File: src/rtl/bmh_pkg.sv
// bmh_pkg: shared types and constants of the binary min-heap block
// operation and status codes, beat layouts, controller/datapath interface structs
// no dependencies
`default_nettype none

package bmh_pkg;

  localparam int FUNC_W  = 2;
  localparam int KEY_W   = 32;
  localparam int SLOT_W  = 4;
  localparam int STAT_W  = 3;
  localparam int CNT_W   = 5;
  localparam int LIMIT_W = 5;

  // input beat: func, key_value, slot_index from bit 0 up, zero padded to 40
  localparam int IN_W      = 40;
  localparam int FUNC_LSB  = 0;
  localparam int KEY_LSB   = FUNC_LSB + FUNC_W;
  localparam int SLOT_LSB  = KEY_LSB + KEY_W;

  // output beat: min_value, status, count from bit 0 up
  localparam int OUT_W     = 40;
  localparam int MIN_LSB   = 0;
  localparam int STAT_LSB  = MIN_LSB + KEY_W;
  localparam int CNT_LSB   = STAT_LSB + STAT_W;

  localparam logic [FUNC_W-1:0] FN_INSERT  = 2'd0;
  localparam logic [FUNC_W-1:0] FN_EXTRACT = 2'd1;
  localparam logic [FUNC_W-1:0] FN_DECR    = 2'd2;
  localparam logic [FUNC_W-1:0] FN_DELETE  = 2'd3;

  localparam logic [STAT_W-1:0] ST_OK     = 3'd0;
  localparam logic [STAT_W-1:0] ST_EMPTY  = 3'd1;
  localparam logic [STAT_W-1:0] ST_FULL   = 3'd2;
  localparam logic [STAT_W-1:0] ST_BADIDX = 3'd3;
  localparam logic [STAT_W-1:0] ST_NOTDEC = 3'd4;

  localparam logic signed [KEY_W-1:0] KEY_MAX = 32'sh7fff_ffff;
  localparam logic signed [KEY_W-1:0] KEY_MIN = 32'sh8000_0000;

  localparam logic [LIMIT_W-1:0] LIMIT_RESET = 5'd16;

  typedef enum logic [3:0] {
    CMD_NONE    = 4'd0,
    CMD_START   = 4'd1,
    CMD_UP_RD   = 4'd2,
    CMD_UP_MOVE = 4'd3,
    CMD_WR_CUR  = 4'd4,
    CMD_NOT_DEC = 4'd5,
    CMD_TAKE    = 4'd6,
    CMD_DN_LOAD = 4'd7,
    CMD_DN_RDL  = 4'd8,
    CMD_DN_RDR  = 4'd9,
    CMD_DN_MOVE = 4'd10,
    CMD_OUT     = 4'd11
  } cmd_t;

  typedef struct packed {
    cmd_t cmd;
    logic in_ready;
  } ctrl_t;

  typedef struct packed {
    logic              in_valid;
    logic [FUNC_W-1:0] new_func;   // func of the beat on the input
    logic [FUNC_W-1:0] func;       // func of the item in work
    logic              early;      // result known at accept, heap untouched
    logic              at_root;
    logic              parent_le;  // parent key <= moving key
    logic              not_dec;
    logic              cnt_zero;
    logic              has_left;
    logic              child_lt;   // smaller child < moving key
    logic              out_free;
  } sts_t;

endpackage

`default_nettype wire

File: src/rtl/bmh_dpath.sv
// bmh_dpath: key memory, count, sift registers, size limit and output register
// carries out the commands of bmh_ctrl and reports compare results back
// depends on bmh_pkg
`default_nettype none

module bmh_dpath #(
  parameter int DEPTH = 16
) (
  input  wire logic                    clk,
  input  wire logic                    rst,
  input  wire logic                    s_tvalid,
  input  wire logic [bmh_pkg::IN_W-1:0] s_tdata,
  input  wire logic                    m_tready,
  output logic                         m_tvalid,
  output logic [bmh_pkg::OUT_W-1:0]    m_tdata,
  input  wire logic                    cfg_wen,
  input  wire logic [bmh_pkg::LIMIT_W-1:0] cfg_wdata,
  input  wire bmh_pkg::ctrl_t          ctrl,
  output bmh_pkg::sts_t                sts
);
  import bmh_pkg::*;

  localparam int AW = $clog2(DEPTH);
  localparam int CW = $clog2(DEPTH + 1);
  localparam int XW = AW + 2;
  localparam int LW = CW + LIMIT_W;
  localparam int SW = CW + SLOT_W;

  logic signed [KEY_W-1:0] mem [DEPTH];
  logic signed [KEY_W-1:0] rdata;
  logic signed [KEY_W-1:0] cur;
  logic signed [KEY_W-1:0] lval;
  logic signed [KEY_W-1:0] minv;
  logic [STAT_W-1:0]       stat;
  logic [FUNC_W-1:0]       func;
  logic [AW-1:0]           pos;
  logic [CW-1:0]           cnt;
  logic                    has_r;
  logic [LIMIT_W-1:0]      size_limit;

  logic [FUNC_W-1:0]       in_func;
  logic signed [KEY_W-1:0] in_key;
  logic [SLOT_W-1:0]       in_slot;
  logic                    is_full;
  logic                    bad_slot;
  logic [AW-1:0]           parent;
  logic [XW-1:0]           lc_x;
  logic [XW-1:0]           rc_x;
  logic [XW-1:0]           cnt_x;
  logic                    best_right;
  logic signed [KEY_W-1:0] best_val;
  logic [AW-1:0]           best_idx;
  logic                    rd_en;
  logic [AW-1:0]           rd_addr;
  logic                    wr_en;
  logic [AW-1:0]           wr_addr;
  logic signed [KEY_W-1:0] wr_data;

  assign in_func = s_tdata[FUNC_LSB +: FUNC_W];
  assign in_key  = s_tdata[KEY_LSB +: KEY_W];
  assign in_slot = s_tdata[SLOT_LSB +: SLOT_W];

  assign is_full  = (LW'(cnt) >= LW'(size_limit)) || (cnt == CW'(DEPTH));
  assign bad_slot = SW'(in_slot) >= SW'(cnt);

  assign parent = (pos - AW'(1)) >> 1;
  assign lc_x   = {1'b0, pos, 1'b1};
  assign rc_x   = lc_x + XW'(1);
  assign cnt_x  = XW'(cnt);

  assign best_right = has_r && (rdata < lval);
  assign best_val   = best_right ? rdata : lval;
  assign best_idx   = best_right ? rc_x[AW-1:0] : lc_x[AW-1:0];

  always_comb begin
    sts.in_valid  = s_tvalid;
    sts.new_func  = in_func;
    sts.func      = func;
    sts.early     = 1'b0;
    case (in_func)
      FN_INSERT:  sts.early = is_full;
      FN_EXTRACT: sts.early = (cnt == '0);
      default:    sts.early = bad_slot;
    endcase
    sts.at_root   = (pos == '0);
    sts.parent_le = (rdata <= cur);
    sts.not_dec   = (cur > rdata);
    sts.cnt_zero  = (cnt == '0);
    sts.has_left  = (lc_x < cnt_x);
    sts.child_lt  = (best_val < cur);
    sts.out_free  = !m_tvalid || m_tready;
  end

  // memory port selection
  always_comb begin
    rd_en   = 1'b0;
    rd_addr = '0;
    wr_en   = 1'b0;
    wr_addr = pos;
    wr_data = cur;
    case (ctrl.cmd)
      CMD_START: begin
        rd_en   = 1'b1;
        rd_addr = (in_func == FN_EXTRACT) ? '0 : AW'(in_slot);
      end
      CMD_UP_RD: begin
        rd_en   = 1'b1;
        rd_addr = parent;
      end
      CMD_UP_MOVE: begin
        wr_en   = 1'b1;
        wr_data = rdata;
      end
      CMD_WR_CUR: begin
        wr_en   = 1'b1;
      end
      CMD_TAKE: begin
        rd_en   = 1'b1;
        rd_addr = AW'(cnt - CW'(1));
      end
      CMD_DN_RDL: begin
        rd_en   = 1'b1;
        rd_addr = lc_x[AW-1:0];
      end
      CMD_DN_RDR: begin
        rd_en   = 1'b1;
        rd_addr = rc_x[AW-1:0];
      end
      CMD_DN_MOVE: begin
        wr_en   = 1'b1;
        wr_data = best_val;
      end
      default: begin
        rd_en = 1'b0;
      end
    endcase
  end

  always_ff @(posedge clk) begin
    if (wr_en) begin
      mem[wr_addr] <= wr_data;
    end
    if (rd_en) begin
      rdata <= mem[rd_addr];
    end
  end

  // sift registers and item result, no reset needed
  always_ff @(posedge clk) begin
    case (ctrl.cmd)
      CMD_START: begin
        func <= in_func;
        cur  <= (in_func == FN_DELETE) ? KEY_MIN : in_key;
        pos  <= (in_func == FN_INSERT) ? AW'(cnt) : AW'(in_slot);
        case (in_func)
          FN_INSERT: begin
            minv <= '0;
            stat <= is_full ? ST_FULL : ST_OK;
          end
          FN_EXTRACT: begin
            minv <= (cnt == '0) ? KEY_MAX : '0;
            stat <= (cnt == '0) ? ST_EMPTY : ST_OK;
          end
          default: begin
            minv <= '0;
            stat <= bad_slot ? ST_BADIDX : ST_OK;
          end
        endcase
      end
      CMD_UP_MOVE: begin
        pos <= parent;
      end
      CMD_NOT_DEC: begin
        stat <= ST_NOTDEC;
      end
      CMD_TAKE: begin
        if (func == FN_EXTRACT) begin
          minv <= rdata;
        end
      end
      CMD_DN_LOAD: begin
        cur <= rdata;
        pos <= '0;
      end
      CMD_DN_RDR: begin
        lval  <= rdata;
        has_r <= rc_x < cnt_x;
      end
      CMD_DN_MOVE: begin
        pos <= best_idx;
      end
      default: begin
        pos <= pos;
      end
    endcase
  end

  always_ff @(posedge clk) begin
    if (rst) begin
      cnt        <= '0;
      size_limit <= LIMIT_RESET;
    end else begin
      if (cfg_wen) begin
        size_limit <= cfg_wdata;
      end
      if (ctrl.cmd == CMD_START && in_func == FN_INSERT && !is_full) begin
        cnt <= cnt + CW'(1);
      end else if (ctrl.cmd == CMD_TAKE) begin
        cnt <= cnt - CW'(1);
      end
    end
  end

  // output register, next item can be taken while a beat waits here
  always_ff @(posedge clk) begin
    if (rst) begin
      m_tvalid <= 1'b0;
    end else if (ctrl.cmd == CMD_OUT) begin
      m_tvalid <= 1'b1;
    end else if (m_tready) begin
      m_tvalid <= 1'b0;
    end
  end

  always_ff @(posedge clk) begin
    if (ctrl.cmd == CMD_OUT) begin
      m_tdata <= {CNT_W'(cnt), stat, minv};
    end
  end

endmodule

`default_nettype wire

File: src/rtl/bmh_ctrl.sv
// bmh_ctrl: sequencer for insert, extract, decrease and delete
// steps sift-up and sift-down one tree level at a time through bmh_dpath
// depends on bmh_pkg
`default_nettype none

module bmh_ctrl (
  input  wire logic          clk,
  input  wire logic          rst,
  input  wire bmh_pkg::sts_t sts,
  output bmh_pkg::ctrl_t     ctrl
);
  import bmh_pkg::*;

  typedef enum logic [11:0] {
    S_IDLE    = 12'b0000_0000_0001,
    S_UP_RD   = 12'b0000_0000_0010,
    S_UP_CMP  = 12'b0000_0000_0100,
    S_UP_END  = 12'b0000_0000_1000,
    S_EX_ROOT = 12'b0000_0001_0000,
    S_DN_LOAD = 12'b0000_0010_0000,
    S_DN_RDL  = 12'b0000_0100_0000,
    S_DN_RDR  = 12'b0000_1000_0000,
    S_DN_CMP  = 12'b0001_0000_0000,
    S_DN_END  = 12'b0010_0000_0000,
    S_DEC_CHK = 12'b0100_0000_0000,
    S_DONE    = 12'b1000_0000_0000
  } state_t;

  state_t state;
  state_t state_next;

  always_ff @(posedge clk) begin
    if (rst) begin
      state <= S_IDLE;
    end else begin
      state <= state_next;
    end
  end

  always_comb begin
    state_next    = state;
    ctrl.cmd      = CMD_NONE;
    ctrl.in_ready = 1'b0;
    case (state)
      S_IDLE: begin
        ctrl.in_ready = 1'b1;
        if (sts.in_valid) begin
          ctrl.cmd = CMD_START;
          if (sts.early) begin
            state_next = S_DONE;
          end else if (sts.new_func == FN_EXTRACT) begin
            state_next = S_EX_ROOT;
          end else if (sts.new_func == FN_DECR) begin
            state_next = S_DEC_CHK;
          end else begin
            state_next = S_UP_RD;
          end
        end
      end
      S_DEC_CHK: begin
        if (sts.not_dec) begin
          ctrl.cmd   = CMD_NOT_DEC;
          state_next = S_DONE;
        end else begin
          state_next = S_UP_RD;
        end
      end
      S_UP_RD: begin
        if (sts.at_root) begin
          state_next = S_UP_END;
        end else begin
          ctrl.cmd   = CMD_UP_RD;
          state_next = S_UP_CMP;
        end
      end
      S_UP_CMP: begin
        if (sts.parent_le) begin
          state_next = S_UP_END;
        end else begin
          ctrl.cmd   = CMD_UP_MOVE;
          state_next = S_UP_RD;
        end
      end
      S_UP_END: begin
        ctrl.cmd = CMD_WR_CUR;
        // delete has floated its slot to the root, now drop the root
        state_next = (sts.func == FN_DELETE) ? S_EX_ROOT : S_DONE;
      end
      S_EX_ROOT: begin
        ctrl.cmd   = CMD_TAKE;
        state_next = S_DN_LOAD;
      end
      S_DN_LOAD: begin
        ctrl.cmd   = CMD_DN_LOAD;
        state_next = sts.cnt_zero ? S_DONE : S_DN_RDL;
      end
      S_DN_RDL: begin
        if (sts.has_left) begin
          ctrl.cmd   = CMD_DN_RDL;
          state_next = S_DN_RDR;
        end else begin
          state_next = S_DN_END;
        end
      end
      S_DN_RDR: begin
        ctrl.cmd   = CMD_DN_RDR;
        state_next = S_DN_CMP;
      end
      S_DN_CMP: begin
        if (sts.child_lt) begin
          ctrl.cmd   = CMD_DN_MOVE;
          state_next = S_DN_RDL;
        end else begin
          state_next = S_DN_END;
        end
      end
      S_DN_END: begin
        ctrl.cmd   = CMD_WR_CUR;
        state_next = S_DONE;
      end
      S_DONE: begin
        if (sts.out_free) begin
          ctrl.cmd   = CMD_OUT;
          state_next = S_IDLE;
        end
      end
      default: begin
        state_next = S_IDLE;
      end
    endcase
  end

endmodule

`default_nettype wire

File: src/rtl/binary_min_heap.sv
// Binary min-heap of signed 32-bit keys held in a single-port-read key memory of DEPTH
// entries. Each input beat carries one operation (insert, extract-min, decrease-key,
// delete at slot) and gives exactly one output beat with the extracted key, a status
// code and the key count. Items are worked one at a time; the key memory has one
// registered read port, so a sift-up reads the parent and then compares and moves for each
// tree level climbed, and a sift-down reads the left child, reads the right child, then
// compares and moves for each level descended. Delete runs the sift-up path and then the
// extract path. The number of levels moved is at most log2(DEPTH). Full, empty and
// bad-slot items go straight to the result without touching the heap, and a refused
// decrease goes there after its check; a result still waiting on the output stalls the
// next item's last step.
// The next item is taken while the previous result still waits on the output.
// size_limit may be written only while the block is idle.
// depends on bmh_pkg, bmh_ctrl, bmh_dpath
`default_nettype none

module binary_min_heap #(
  parameter int DEPTH = 16
) (
  input  wire logic                         clk,
  input  wire logic                         rst,
  input  wire logic                         s_tvalid,
  output logic                              s_tready,
  // func[1:0], key_value[33:2], slot_index[37:34], zero[39:38]
  input  wire logic [bmh_pkg::IN_W-1:0]     s_tdata,
  output logic                              m_tvalid,
  input  wire logic                         m_tready,
  // min_value[31:0], status[34:32], count[39:35]
  output logic [bmh_pkg::OUT_W-1:0]         m_tdata,
  input  wire logic                         cfg_wen,
  input  wire logic [bmh_pkg::LIMIT_W-1:0]  cfg_wdata
);
  import bmh_pkg::*;

  ctrl_t ctrl;
  sts_t  sts;

  bmh_ctrl u_ctrl (
    .clk  (clk),
    .rst  (rst),
    .sts  (sts),
    .ctrl (ctrl)
  );

  bmh_dpath #(
    .DEPTH (DEPTH)
  ) u_dpath (
    .clk       (clk),
    .rst       (rst),
    .s_tvalid  (s_tvalid),
    .s_tdata   (s_tdata),
    .m_tready  (m_tready),
    .m_tvalid  (m_tvalid),
    .m_tdata   (m_tdata),
    .cfg_wen   (cfg_wen),
    .cfg_wdata (cfg_wdata),
    .ctrl      (ctrl),
    .sts       (sts)
  );

  assign s_tready = ctrl.in_ready;

  logic signed [KEY_W-1:0] out_min;
  logic [STAT_W-1:0]       out_stat;
  logic [CNT_W-1:0]        out_cnt;

  assign out_min  = m_tdata[MIN_LSB +: KEY_W];
  assign out_stat = m_tdata[STAT_LSB +: STAT_W];
  assign out_cnt  = m_tdata[CNT_LSB +: CNT_W];

  // one item in work at a time
  a_one_item: assert property (@(posedge clk) disable iff (rst)
    (s_tvalid && s_tready) |=> !s_tready)
    else $error("input taken while an item is in work");

  // an empty extract reports the largest key and an empty heap
  a_empty_beat: assert property (@(posedge clk) disable iff (rst)
    (m_tvalid && out_stat == ST_EMPTY) |-> (out_min == KEY_MAX && out_cnt == '0))
    else $error("empty status with wrong key or count");

  // rejected operations give a zero key
  a_reject_zero: assert property (@(posedge clk) disable iff (rst)
    (m_tvalid && (out_stat == ST_FULL || out_stat == ST_BADIDX ||
                  out_stat == ST_NOTDEC)) |-> (out_min == '0))
    else $error("rejected operation with nonzero key");

  // a result beat is only loaded from the final step of an item
  a_load_done: assert property (@(posedge clk) disable iff (rst)
    (ctrl.cmd == CMD_OUT) |=> (m_tvalid && s_tready))
    else $error("result load without return to idle");

endmodule

`default_nettype wire
File: config.mk
export PLATFORM = sky130hd
export DESIGN_NAME = binary_min_heap
export DESIGN_NICKNAME = d
export VERILOG_FILES = /design/src/rtl/bmh_pkg.sv /design/src/rtl/bmh_dpath.sv /design/src/rtl/bmh_ctrl.sv /design/src/rtl/binary_min_heap.sv
export SDC_FILE = /design/constraint.sdc
export NUM_CORES = 1
export LEC_CHECK = 0
export ABC_CLOCK_PERIOD_IN_PS = 6900
export BUFFER_PORTS_ARGS = -buffer_cell sky130_fd_sc_hd__buf_2
export CAP_MARGIN = 20
export CORE_MARGIN = 2
export CORE_UTILIZATION = 56
export CTS_BUF_LIST = sky130_fd_sc_hd__clkbuf_4 sky130_fd_sc_hd__clkbuf_8 sky130_fd_sc_hd__clkbuf_16
export CTS_CLUSTER_DIAMETER = 100
export CTS_CLUSTER_SIZE = 20
export DETAILED_ROUTE_END_ITERATION = 10
export PLACE_DENSITY = 0.73
export SYNTH_ARGS = -nofsm -noshare
export SYNTH_HDL_FRONTEND = slang
export SYNTH_SLANG_ARGS = --single-unit
File: constraint.sdc
create_clock -name clk -period 6.9 [get_ports clk]
set_input_delay 0.69 -clock clk [delete_from_list [all_inputs] [get_ports clk]]
set_output_delay 0.69 -clock clk [all_outputs]
set_load 0.1 [all_outputs]
==> results.toml, run 1 <==
[cts]
cts_made_buffers = 41
cts_buffer_depth = 3
cts_tree = "yes"
path_clk_slew_ns = 0.09
insertion_delay_ns = 0.60
postCtsSetupBuffers = 0
cts_sinks = 713
htree_levels = 2
cts-root-buf = "clkbuf_16"

[floorplanning]
placementRows = 87
die_w_um = 243
dieArea_mm2 = 0.0589
io_pins = 92
core_area_mm2 = 0.0564
die_h_um = 243
start_util_pct = 56.5

[worst_setup_path]
crit_path_max_fanout = 32
cp.required_ns = 7.23
worst_setup_path_start_kind = "flop"
crit_type = "flop to flop"
cp-end-kind = "flop"
critPathArrivalTime_ns = 6.76

[synthesis]
synth-seq-area-share_pct = 66.4
syn_area_mm2 = 0.0319
synth_ff_type = "edfxtp_1"
avgSynthCellArea_um2 = 13.1
synth-seq-cells = 713
synthDistinctLibCells = 66
syn-num-nets = 2599
async_flop_share_pct = 0
synthCells = 2427
yosys_warnings = 0
synth-edff-count = 690

[final_layout]
syn_to_final_growth_pct = 9.54
drive_above_1_share_pct = 12.5
nets = 2684
final_common_cell = "edfxtp_1"
instances_no_fill = 3276
diodes = 0
mostFrequentLayoutCells = "edfxtp_1 (690), nand2_1 (334), a211oi_1 (165), ha_1 (122), a21oi_1 (102)"
utilization_pct = 61.9

[sta]
fin_crit_sh_pct = 93.2
finClkSkew_ns = 0.0176
fin_crit_ns = 6.43
finalSetupTns_ns = 0
drv_slew = 0
hold_viol = 0
maxSlewHeadroom_pct = 29.1
worstMarginPinSlew_ns = 1.06
setup_viol = 0
whs_ns = 0.313
fmax_mhz = 156
grt_setup_unrepaired = "no"

[drt]
drt_iter0_markers = 2082
drc = 0
wl_per_cell_um = 22.0
viasPerCell = 6.18
vias = 20200
wl_mm = 72.2
drtPass1Iterations = 5
ant_nets = 0

[grt]
grt_pass1_wl_mm = 112
use_met1_pct = 34.1
overflow = 0
grt_usage_pct = 24.4
grt_pass1_vias = 19900
grt_use_met2_pct = 39.8
antenna_found_initial = 3
grt-busiest-layer = "met2"
grt_max_degree = 211
met3_usage_pct = 3.36

[placement]
dp_cells = 3223
dp_hpwl_mm = 46.1
io_buffers = 89
gp_congestion = 0.879

[pwr]
vdd_drop_max_mv = 0.170
total_power_mw = 9.72
power_density_mw_per_mm2 = 278
p_leak_nw = 12.1

[hold_path]
hp-class = "input pin to flop"

[flow_run]
maxCapViolCount = 0

[outcome]
outcome = "complete, no violations"
[critical path: stages, from the launching register on]
cell      delay, ns
edfxtp_1       0.51
ha_1           0.35
a211oi_1       0.22
a211o_1        0.16
a311oi_1       0.09
o311a_1        0.41
o21ai_0        0.36
nand3_2        0.29
buf_4          0.28
nand2_1        0.07
o21ai_0        0.11
ha_1           0.42
nand3_1        0.15
nor4_1         0.43
buf_4          0.20
nand4_1        0.10
or2_2          0.29
nand3_1        0.08
nor3_1         0.05
o21ai_0        0.19
nor3_1         0.17
buf_4          0.18
o31ai_4        0.16
buf_4          0.35
o21ai_0        0.27
buf_4          0.26
[path summary, 6_finish.rpt]
kind | start | slack (ns) | endpoint | depth (start not counted)
min reg2reg | u_dpath.minv[13]$_DFFE_PP_ | 0.42 | u_dpath.m_tdata[13]$_DFFE_PP_ | 0
max | u_dpath.rdata[2]$_DFFE_PP_ | 0.47 | u_dpath.mem[7][0]$_DFFE_PP_ | 25
min | cfg_wdata[4] | 0.31 | u_dpath.size_limit[4]$_SDFFE_PP1P_ | 3
max reg2reg | u_dpath.rdata[2]$_DFFE_PP_ | 0.47 | u_dpath.mem[7][0]$_DFFE_PP_ | 25
[repair_timing]
action                     in CTS  in global routing
hold buffers                    0                  0
resized for setup               0                  1
setup endpoints to repair       0                516
[state kept, by name (all words and copies together), names as in the netlist]
| signal | count |
|---|---|
| u_dpath.minv | 32 |
| u_ctrl.state | 12 |
| u_dpath.m_tdata | 40 |
| u_dpath.has_r | 1 |
| u_dpath.func | 2 |
| u_dpath.rdata | 32 |
| u_dpath.stat | 3 |
| u_dpath.cnt | 5 |
| u_dpath.pos | 4 |
| u_dpath.m_tvalid | 1 |
| u_dpath.mem | 512 |
| u_dpath.size_limit | 5 |
| u_dpath.cur | 32 |
| u_dpath.lval | 32 |
[layout make-up]
type,instances,area [um2]
Clock inverter,4,46.3
Clock buffer,47,1070
Fill cell,4246,21500
Multi-Input combinational cell,1479,9910
Tap cell,756,946
Timing Repair Buffer,187,1440
Sequential cell,713,21200
Inverter,90,338
[cells by family after synthesis]
family / share of synthesized area, %
buffers and inverters: 3.39
adder cells (fa/ha/maj): 4.79
multiplexers: 1.35
AND/OR/NAND/NOR: 10.3
XOR/XNOR: 0.357
AO/OA/AOI/OAI: 13.4
flip-flops: 66.4
[report_power, final]
group	switching (mW)	internal [mW]
logic	1.33	0.674
registers	0.168	5.11
clock network	1.32	1.11
total	2.82	6.90
[per-layer routing]
layer  up-vias  part of all wire (%)
met3       129                   6.7
li1       9338                     -
met5         -                 0.018
met1     10000                    43
met2       759                    48
met4         2                   2.9
[cell usage after synthesis (all sizes together), types with 4 or more instances]
cell type	number	area, um2
o21ai	96	480
mux2i	8	80.1
xnor2	9	78.8
and2	130	813
a22oi	35	263
xor2	4	35.0
nor2	53	199
a31oi	67	419
a311oi	65	569
nand2	335	1260
nor4	13	96.3
o211ai	7	57.6
dfxtp	23	460
a21oi	119	596
nor2b	14	87.6
nand2b	42	263
nand3b	5	37.5
edfxtp	690	20700
nand3	23	120
nor3b	5	48.8
nor3	12	60.1
a21o	49	368
nand4	22	138
o21a	6	45.0
buf	61	427
clkbuf	84	315
a211oi	165	1240
ha	122	1530
inv	90	338
nand4b	6	52.6
mux2	31	349
[stage by stage]
| stage | worst slack, ns | area (um2) |
|---|---|---|
| floorplan | -0.270 | 31900 |
| global placement | 0.479 | 33800 |
| detailed placement | 0.382 | 33800 |
| CTS | 0.344 | 34900 |
| global route | 0.0143 | 34900 |
| finish | 0.469 | 34900 |
No activity file was read; power rests on OpenSTA's default activity.
==> inputs of run 2 (changes only) <==
--- a/config.mk
+++ b/config.mk
@@ -5,16 +5,16 @@
 export SDC_FILE = /design/constraint.sdc
 export NUM_CORES = 1
 export LEC_CHECK = 0
-export ABC_CLOCK_PERIOD_IN_PS = 6900
+export ABC_CLOCK_PERIOD_IN_PS = 6800
 export BUFFER_PORTS_ARGS = -buffer_cell sky130_fd_sc_hd__buf_2
 export CAP_MARGIN = 20
 export CORE_MARGIN = 2
-export CORE_UTILIZATION = 56
+export CORE_UTILIZATION = 48
 export CTS_BUF_LIST = sky130_fd_sc_hd__clkbuf_4 sky130_fd_sc_hd__clkbuf_8 sky130_fd_sc_hd__clkbuf_16
 export CTS_CLUSTER_DIAMETER = 100
 export CTS_CLUSTER_SIZE = 20
 export DETAILED_ROUTE_END_ITERATION = 10
-export PLACE_DENSITY = 0.73
+export PLACE_DENSITY = 0.61
 export SYNTH_ARGS = -nofsm -noshare
 export SYNTH_HDL_FRONTEND = slang
 export SYNTH_SLANG_ARGS = --single-unit
==> constraint.sdc (replaced) <==
create_clock -name clk -period 6.8 [get_ports clk]
set_input_delay 0.68 -clock clk [delete_from_list [all_inputs] [get_ports clk]]
set_output_delay 0.68 -clock clk [all_outputs]
set_load 0.1 [all_outputs]
==> results.toml, run 2 (synthesized netlist as in run 1, its figures left out) <==
[hold_path]
holdPathEnd = "u_dpath.size_limit[4]$_SDFFE_PP1P_"
hold_start = "cfg_wdata[4]"
hold_path_depth = 3
hp-class = "input pin to flop"

[drt]
wl_mm = 74.4
drc = 0
wl_per_cell_um = 21.9
vias = 19800
ant_nets = 0
drtPass1Iterations = 5
drt_iter0_markers = 1804
viasPerCell = 5.81

[pwr]
p_leak_nw = 12.2
total_power_mw = 9.95
power_density_mw_per_mm2 = 281
vdd_drop_max_mv = 0.182

[floorplanning]
dieArea_mm2 = 0.0685
io_pins = 92
placementRows = 94
die_h_um = 262
core_area_mm2 = 0.0657
start_util_pct = 48.5
die_w_um = 262

[cts]
cts_tree = "yes"
cts-root-buf = "clkbuf_16"
cts_made_buffers = 42
htree_levels = 2
insertion_delay_ns = 0.61
path_clk_slew_ns = 0.08
cts_sinks = 713
cts_buffer_depth = 3

[final_layout]
top_regs = "u_dpath.mem (512), u_dpath.m_tdata (40)"
mostFrequentLayoutCells = "edfxtp_1 (690), nand2_1 (334), a211oi_1 (165), ha_1 (122), a21oi_1 (102)"
fillers = 5386
regMostFlops = "u_dpath.mem"
largest_register_ffs = 512
drive_above_1_share_pct = 13.0
nets = 2697
instances_no_fill = 3401
utilization_pct = 53.9
seqCellArea_mm2 = 0.0212
final_common_cell = "edfxtp_1"
syn_to_final_growth_pct = 11.1
multi_input_area_mm2 = 0.00990

[grt]
grt_usage_pct = 21.8
overflow = 0
antenna_found_initial = 4
use_met1_pct = 30.4
met3_usage_pct = 2.31
grt_use_met2_pct = 36.3
grt_max_degree = 211
grt-busiest-layer = "met2"
grt_pass1_vias = 19300
grt_pass1_wl_mm = 114

[placement]
gp_congestion = 0.914
dp_hpwl_mm = 48.4
io_buffers = 89
dp_cells = 3341

[sta]
setup_viol = 0
finalSetupTns_ns = 0
worstMarginPinSlew_ns = 1.10
hold_viol = 0
finClkSkew_ns = 0.0262
grt_setup_unrepaired = "no"
drv_slew = 0
whs_ns = 0.300
maxSlewHeadroom_pct = 26.6
fin_crit_sh_pct = 92.4
fin_crit_ns = 6.29
fmax_mhz = 159

[worst_setup_path]
crit_type = "flop to flop"
crit_path_max_fanout = 31
worst_setup_path_start_kind = "flop"
reg2reg_depth = 25
cp-end-kind = "flop"
r2r_end = "u_dpath.mem[15][8]$_DFFE_PP_"
reg2reg_from = "u_dpath.rdata[2]$_DFFE_PP_"
r2r_setup_slack_ns = 0.51
cp.required_ns = 7.15
critPathArrivalTime_ns = 6.63

[flow_run]
maxCapViolCount = 0

[outcome]
outcome = "complete, no violations"
-- run 2: routing by layer --
layer | part of all wire (%) | routed length, um | vias up
met1 | 45 | 33300 | 9813
met3 | 4.9 | 3650 | 98
met2 | 48 | 35600 | 486
met5 | 0.031 | 23 | -
li1 | - | - | 9370
met4 | 2.4 | 1770 | 4
-- run 2: layout make-up --
class / count / area share [%]
Antenna cell: 2 / 0.0141
Clock inverter: 7 / 0.191
Timing Repair Buffer: 199 / 4.99
Clock buffer: 47 / 3.07
Multi-Input combinational cell: 1479 / 27.9
Tap cell: 864 / 3.05
Inverter: 90 / 0.954
Sequential cell: 713 / 59.8
-- run 2: through the flow --
step	cell area (um2)	setup slack, ns
floorplan	31900	-0.370
global placement	34200	0.509
detailed placement	34200	0.376
CTS	35400	0.330
global route	35400	0.0648
finish	35400	0.514
-- run 2: how the worst max path moves through the flow --
| stage | from | endpoint | slack [ns] | cells past startpoint |
|---|---|---|---|---|
| 4_1_cts | u_dpath.rdata[2]$_DFFE_PP_ | u_dpath.mem[15][28]$_DFFE_PP_ | 0.33 | 22 |
| 5_1_grt | u_dpath.rdata[2]$_DFFE_PP_ | u_dpath.mem[7][8]$_DFFE_PP_ | 0.06 | 26 |
| 2_1_floorplan | u_dpath.rdata[2]$_DFFE_PP_ | u_dpath.mem[2][0]$_DFFE_PP_ | -0.37 | 22 |
| 6_report | u_dpath.rdata[2]$_DFFE_PP_ | u_dpath.mem[15][8]$_DFFE_PP_ | 0.51 | 25 |
| 3_5_place_dp | u_dpath.rdata[2]$_DFFE_PP_ | u_dpath.mem[7][28]$_DFFE_PP_ | 0.38 | 22 |
| 3_3_place_gp | u_dpath.rdata[2]$_DFFE_PP_ | u_dpath.mem[0][24]$_DFFE_PP_ | 0.51 | 22 |
-- run 2: critical path, cell delays in order (launching register included) --
cell and delay [ns]:
edfxtp_1 0.52, ha_1 0.35, a211oi_1 0.20, a211o_1 0.16
a311oi_1 0.08, o311a_1 0.41, or3_1 0.42, nand3_2 0.13
buf_12 0.22, mux2_2 0.38, ha_1 0.31, nand3_1 0.10
nor4_1 0.38, buf_4 0.21, nand4_1 0.11, or2_2 0.32
nand3_1 0.09, nor3_1 0.05, o21ai_0 0.08, buf_4 0.18
nor3_1 0.06, buf_4 0.16, o31ai_4 0.30, buf_4 0.31
o21ai_0 0.20, buf_4 0.24
-- run 2: repair_timing --
action                     in CTS  in global routing
buffers inserted                0                  0
setup endpoints to repair       0                 16
resized for setup               0                  1
hold buffers                    0                  0
-- run 2: power breakdown --
group | switching, mW | total, mW | internal (mW)
clock network | 1.38 | 2.54 | 1.15
registers | 0.171 | 5.36 | 5.19
logic | 1.36 | 2.05 | 0.693
==> inputs of run 3 (changes only) <==
==> constraint.sdc (replaced) <==
create_clock -name clk -period 6.8 [get_ports clk]
set_input_delay 0.34 -clock clk [delete_from_list [all_inputs] [get_ports clk]]
set_output_delay 0.34 -clock clk [all_outputs]
set_load 0.1 [all_outputs]
==> results.toml, run 3 (synthesized netlist as in run 1, its figures left out) <==
[outcome]
outcome = "complete, no violations"

[worst_setup_path]
crit_type = "flop to flop"
cp.required_ns = 7.24
reg2reg_depth = 24
worst_setup_path_start_kind = "flop"
cp-end-kind = "flop"
r2r_setup_slack_ns = 0.40
crit_path_max_fanout = 21
critPathArrivalTime_ns = 6.84

[sta]
fin_crit_sh_pct = 94.1
finClkSkew_ns = 0.0130
fmax_mhz = 156
drv_slew = 0
hold_viol = 0
maxSlewHeadroom_pct = 26.6
grt_setup_unrepaired = "no"
worstMarginPinSlew_ns = 1.09
setup_viol = 0
fin_crit_ns = 6.40

[final_layout]
mostFrequentLayoutCells = "edfxtp_1 (690), nand2_1 (334), a211oi_1 (165), ha_1 (122), a21oi_1 (102)"
diodes = 0
regMostFlops = "u_dpath.mem"
instances_no_fill = 3426
nets = 2726
fillers = 5353
largest_register_ffs = 512
final_common_cell = "edfxtp_1"
drive_above_1_share_pct = 13.7
design_area_mm2 = 0.0356
syn_to_final_growth_pct = 11.7
top_regs = "u_dpath.mem (512), u_dpath.m_tdata (40)"

[cts]
htree_levels = 2
cts_sinks = 713
path_clk_slew_ns = 0.09
cts_made_buffers = 41
cts-root-buf = "clkbuf_16"
cts_buffer_depth = 3
cts_tree = "yes"
postCtsSetupBuffers = 0
insertion_delay_ns = 0.60

[grt]
grt_max_degree = 179
grt_usage_pct = 22.3
overflow = 0
grt_pass1_vias = 19300
antenna_found_initial = 3
grt_pass1_wl_mm = 116

[pwr]
swShare_pct = 29.2
p_leak_nw = 12.4
power_density_mw_per_mm2 = 281
p_clk_share_pct = 25.1
p_int_mw = 7.08
p_seq_share_pct = 53.0
total_power_mw = 10.0
power_frac_comb_pct = 21.9
vdd_drop_max_mv = 0.171
switchingPower_mw = 2.92

[placement]
gp_congestion = 0.880
dp_hpwl_mm = 49.1
io_buffers = 89
post_dp_cell_area_mm2 = 0.0343
dp_cells = 3363

[hold_path]
hp-class = "input pin to flop"
hold_path_depth = 3

[drt]
vias = 20100
ant_nets = 0
drtPass1Iterations = 5
viasPerCell = 5.86
drc = 0
wl_per_cell_um = 22.3
wl_mm = 76.4
drt_iter0_markers = 1937

[floorplanning]
die_h_um = 262
die_w_um = 262
start_util_pct = 48.5
dieArea_mm2 = 0.0685
placementRows = 94
core_area_mm2 = 0.0657
io_pins = 92

[flow_run]
maxCapViolCount = 0
[run 3: through the flow]
stage | hold slack [ns] | setup WS (ns) | setup TNS (ns) | util [%]
2_1_floorplan | 0.400 | -0.370 | -162.28 | -
3_3_place_gp | 0.402 | 0.449 | 0 | 52.2
3_5_place_dp | 0.405 | 0.309 | 0 | 52.2
4_1_cts | 0.0229 | 0.287 | 0 | 54.1
5_1_grt | 0.0690 | 0.0498 | 0 | 54.2
6_report | 0.0594 | 0.399 | 0 | 54.2
[run 3: layout make-up]
type | instances | area (um2) | area share, %
well taps | 864 | 1080 | 3.04
inverters | 90 | 338 | 0.949
clock buffers | 48 | 1100 | 3.08
repair buffers | 229 | 1970 | 5.53
flip-flops and latches | 713 | 21200 | 59.5
clock inverters | 3 | 45.0 | 0.126
multi-input cells | 1479 | 9900 | 27.8
[run 3: timing repair]
action | CTS | global route
endpoints found under the setup margin | 0 | 16
hold buffers | 7 | 0
gates resized for setup | 0 | 1
endpoints found under the hold margin | 7 | 0
[run 3: power by group through the flow]
stage	combinational, mW	clock, mW	sequential, mW
global route	2.41	2.72	5.32
global placement	2.10	0	5.40
detailed placement	2.16	0	5.40
finish	2.19	2.51	5.30
floorplan	1.34	0	5.46
CTS	2.18	2.57	5.30
[run 3: final timing paths]
check	startpoint	to
hold reg to reg	u_dpath.minv[11]$_DFFE_PP_	u_dpath.m_tdata[11]$_DFFE_PP_
hold / removal	s_tdata[2]	u_dpath.cur[0]$_DFFE_PP_
setup reg to reg	u_dpath.rdata[15]$_DFFE_PP_	u_dpath.mem[8][2]$_DFFE_PP_
setup / recovery	u_dpath.rdata[15]$_DFFE_PP_	u_dpath.mem[8][2]$_DFFE_PP_
[run 3: per-layer routing]
metal	GRT usage, %	wire length [um]	vias to the layer above
met5	0	0	-
met4	5.38	1540	0
met3	2.23	3720	74
met2	36.4	36400	502
met1	32.3	34700	10100
li1	-	-	9428
[run 3: critical path, cell delays in order, from the launching register on]
cell and delay [ns]:
edfxtp_1 0.52, ha_1 0.36, a21oi_1 0.16, o21ai_0 0.15, o311a_1 0.44, or3_1 0.42
nand3_2 0.13, buf_4 0.20, mux2_2 0.36, ha_1 0.29, nand3_1 0.12, nor4_1 0.44
buf_4 0.20, nand4_1 0.11, or2_2 0.31, nand3_1 0.08, nor3_1 0.05, o21ai_0 0.16
buf_4 0.21, o21a_1 0.22, o31ai_4 0.11, buf_4 0.19, buf_4 0.22, o21ai_0 0.47
buf_4 0.30
